[src/sv/rdr_report_ram.sv]
module rdr_report_ram #(
   parameter int DEPTH = 64
) (
   input  logic                     clock,
   input  logic                     wr_en,
   input  logic [$clog2(DEPTH)-1:0] wr_addr,
   input  logic [7:0]               wr_data,
   input  logic                     rd_en,
   input  logic [$clog2(DEPTH)-1:0] rd_addr,
   output logic [7:0]               rd_data
);

   logic [7:0] mem [DEPTH];
   logic [7:0] rd_data_ff;

   always_ff @(posedge clock) begin
      if (wr_en) begin
         mem[wr_addr] <= wr_data;
      end
      if (rd_en) begin
         rd_data_ff <= mem[rd_addr];
      end
   end

   assign rd_data = rd_data_ff;

endmodule

[config.mk]
export PLATFORM = sky130hd
export DESIGN_NAME = rdr_report_ram
export DESIGN_NICKNAME = d
export VERILOG_FILES = /design/src/sv/rdr_report_ram.sv
export SDC_FILE = /design/constraint.sdc
export NUM_CORES = 1
export LEC_CHECK = 0
export BUFFER_PORTS_ARGS = -buffer_cell sky130_fd_sc_hd__clkbuf_2
export CAP_MARGIN = 25
export CORE_AREA = 2 2 223 170
export CTS_CLUSTER_DIAMETER = 80
export CTS_CLUSTER_SIZE = 25
export DETAILED_ROUTE_END_ITERATION = 10
export DIE_AREA = 0 0 225 172
export GPL_TIMING_DRIVEN = 1
export PLACE_DENSITY = 0.74
export SYNTH_ARGS = -nofsm -noshare
export SYNTH_HDL_FRONTEND = slang
export SYNTH_SLANG_ARGS = --single-unit
[constraint.sdc]
create_clock -name clock -period 2.2 [get_ports clock]
set_clock_uncertainty 0.15 [all_clocks]
set_input_delay 0.11 -clock clock [delete_from_list [all_inputs] [get_ports clock]]
set_output_delay 0.11 -clock clock [all_outputs]
set_load 0.05 [all_outputs]
After elaboration in Yosys (flattened, before gate mapping) --
Memories as Yosys holds them, arrays and structs flattened. A register that Yosys moved wholly into a read port is not among the register bits. Index checks and enable logic that the tools add are counted.
Word-level totals: flip-flop bits (word level) 0, RAM bits 512, input port bits 23, output and inout port bits 8, logic and storage cells 3, memories kept 1
Operators by class: mux-type cells 2
Memory list:
- mem | words 64, bits a word 8, rd ports 1, clocked after memory_dff 1, wr ports 1, line 13 | logic [7:0] mem [DEPTH];
Operators by type and width (count):
- 1-bit 2-to-1 mux | 2

Logic depth before layout (Yosys ltp) --
depth in word-level cells 2, gate-level depth with buffers 9, gate-level depth less buffers 5

Worst setup path before layout --
Ideal clock, no wire load.
path type input port to flip-flop, from input port rd_addr[1], to register rd_data_ff[3] (netlist: rd_data[3]), read port of mem, data pin, setup time 0.266 ns, data arrival time 1.650 ns, data required time 1.784 ns, slack 0.134 ns, stages 7, path buffers 3, cells stage by stage buf_4 > buf_2 > buf_2 > mux4_2 > mux4_2 > o21ai_1 > o41ai_1
RTL lines:
- start, declared | line 9 | input logic [$clog2(DEPTH)-1:0] rd_addr,
- end, declared | line 14 | logic [7:0] rd_data_ff;

==> impl_metrics.py <==
metrics = {
    "run_status": {
        "status": "finished, final reports clean",
    },
    "critical_path": {
        "crit_arrival_ns": 2.35,
        "start_kind": "register",
        "criticalPathCategory": "reg -> reg",
        "cp_data_required_time_ns": 2.37,
        "crit_fanout": 1,
        "endpoint_kind": "register",
    },
    "clock_tree": {
        "cts_setup_buffers": 0,
        "clock-sinks": 520,
        "clkTransAtPathRegs_ns": 0.10,
        "root_buffer": "clkbuf_16",
        "tritoncts": "yes",
        "clock_latency_ns": 0.58,
        "cts_buffers": 24,
        "clock_path_buffers": 3,
        "htree_levels": 1,
    },
    "routing": {
        "vias": 10028,
        "dr.pass1.iters": 5,
        "drt-total-wl_mm": 44.6,
        "avgRoutedWirePerCell_um": 28.4,
        "antenna_left": 0,
        "drc": 0,
        "drt-initial-drc-count": 1503,
        "viasPerCell": 6.38,
    },
    "yosys": {
        "synth_area_leaders": "edfxtp_1 (77%), mux4_2 (14%), nor2_1 (1.5%), mux2i_1 (1.1%), mux2_2 (0.72%)",
        "syn_inst": 940,
        "synth_common_cells": "edfxtp_1 (520), mux4_2 (126), nor2_1 (83)",
        "synth_area_um2": 20200,
        "seq_area_frac_synth": 0.771,
        "synth_edf_count": 520,
        "yosysTopAreaCellShare": 0.771,
        "synth_nets": 963,
        "yosys_warnings": 0,
        "synth_area_leader_cell": "edfxtp_1",
        "synth_ff_type": "edfxtp_1",
        "avgSynthCellArea_um2": 21.5,
        "synth.most_common_cell": "edfxtp_1",
        "ys_ff_latch": 520,
        "synth_async_sr_flop_share": 0,
        "synth.distinct_cells": 39,
    },
    "sta": {
        "finalCritPeriodShare": 0.988,
        "setup_viol": 0,
        "slew_headroom": 0.474,
        "min_period_ns": 2.17,
        "hold_viol_final": 0,
        "holdWs_ns": 0.0227,
        "fmax_mhz": 460,
        "maxSlewViolCount": 0,
        "worstMarginPinSlew_ns": 0.788,
        "grt_setup_unrepaired": "true",
    },
    "grt": {
        "grt_use_total": 0.237,
        "use_met2": 0.353,
        "top_usage_layer": "met1",
        "grt_first_pass_wirelength_mm": 65.6,
        "gr-total-overflow": 0,
        "grt_pass1_vias": 9829,
        "antenna_found_initial": 2,
        "use_met3": 0.0700,
        "grt.met1_usage": 0.353,
        "grt_max_degree": 65,
    },
    "placed_design": {
        "place_hpwl_mm": 28.5,
        "place_inst": 1540,
        "portBuffers": 30,
        "post_dp_cell_area_um2": 21900,
        "gp_congestion": 0.820,
    },
    "min_path": {
        "min_path_type": "in -> reg",
    },
    "die": {
        "io_pins": 31,
        "fp.dieH_um": 172,
        "core_area_um2": 36600,
        "rows": 61,
        "start_util": 0.554,
        "die-area_um2": 38700,
        "dieWidth_um": 225,
    },
    "cells_and_area": {
        "num-nets-final": 1120,
        "fin_util": 0.620,
        "drive_gt1_frac": 0.320,
        "syn_to_final_growth_pct": 11.9,
        "design_area_um2": 22700,
        "layout.cells.non_filler": 1571,
    },
    "power_and_ir_drop": {
        "power.density_nw_per_um2": 753,
        "cellLeakagePower_nw": 7.24,
        "ir_worst_vdd_uv": 630,
    },
    "flow_run": {
        "max_cap_viol_count": 0,
    },
}
==> critical path, cell delays in order, from the launching register on <==
cell and delay [ns]:
edfxtp_1 0.38, mux4_2 0.47, mux2_2 0.33, a221oi_4 0.35
buf_4 0.18, o2bb2ai_1 0.06
==> metrics by stage <==
| stage | setup WS [ns] | power, W | TNS (ns) |
|---|---|---|---|
| floorplan | 0.134 | 0.0118 | 0 |
| global placement | -0.267 | 0.0124 | -1.52 |
| detailed placement | -0.304 | 0.0124 | -1.79 |
| CTS | -0.0207 | 0.0171 | -0.0207 |
| global route | -0.0223 | 0.0175 | -0.0223 |
| finish | 0.0261 | 0.0171 | 0 |
==> logic make-up after synthesis <==
logic type / count (synthesis) / synth area share
AOI/OAI and AO/OA: 54 / 0.0206
buffers and inverters: 51 / 0.0156
muxes: 162 / 0.159
DFF: 520 / 0.771
and+or+nand+nor: 153 / 0.0337
==> placed cells by master (no fill, tap or decap), types with 4 or more instances in the layout <==
cell / count
nand3_1: 13
nand2b_1: 7
buf_12: 9
clkbuf_2: 27
buf_4: 141
dlygate4sd3_1: 4
nand2_1: 19
nor2_1: 83
mux2i_1: 23
o22ai_1: 8
mux2_2: 12
nor2b_1: 14
mux4_2: 126
edfxtp_1: 520
clkbuf_16: 25
a211oi_1: 4
nor3_1: 5
o221ai_1: 8
==> state kept, by name (all words and copies together) (netlist names) <==
signal / flops
mem: 512
rd_data: 8
==> area by class of cell <==
class,count,area (um^2)
Antenna cell,2,5.00
Clock inverter,1,7.51
Multi-Input combinational cell,369,4380
Fill cell,2466,13900
Clock buffer,25,626
Timing Repair Buffer,182,1430
Sequential cell,520,15600
Tap cell,472,591
==> repair_timing <==
| item | CTS | global route |
|---|---|---|
| hold buffers | 4 | 0 |
| endpoints found under the setup margin | 4 | 5 |
| gates resized for setup | 6 | 5 |
| endpoints found under the hold margin | 11 | 0 |
| pin swaps | 1 | 6 |
==> per-layer routing <==
layer	share of wire	vias up	wire, um
li1	-	4203	-
met1	0.42	5238	18600
met2	0.45	517	19900
met3	0.12	70	5130
met4	0.021	0	925
met5	0	-	0
==> final timing paths <==
kind               from  slack (ns)    endpoint  cells after the start
max          mem[47][0]        0.03  rd_data[0]                      5
min          wr_addr[2]        0.02  mem[48][3]                      3
max reg2reg  mem[47][0]        0.03  rd_data[0]                      5
min reg2reg  mem[18][1]        0.81  rd_data[1]                      4
==> where the power goes <==
part / leakage [nW] / internal, W / switching, W
logic: 2.24 / 0.000478 / 0.000713
registers: 4.69 / 0.0110 / 0.0000311
clock network: 0.308 / 0.00204 / 0.00283
Power figures use the tool's default switching activity.
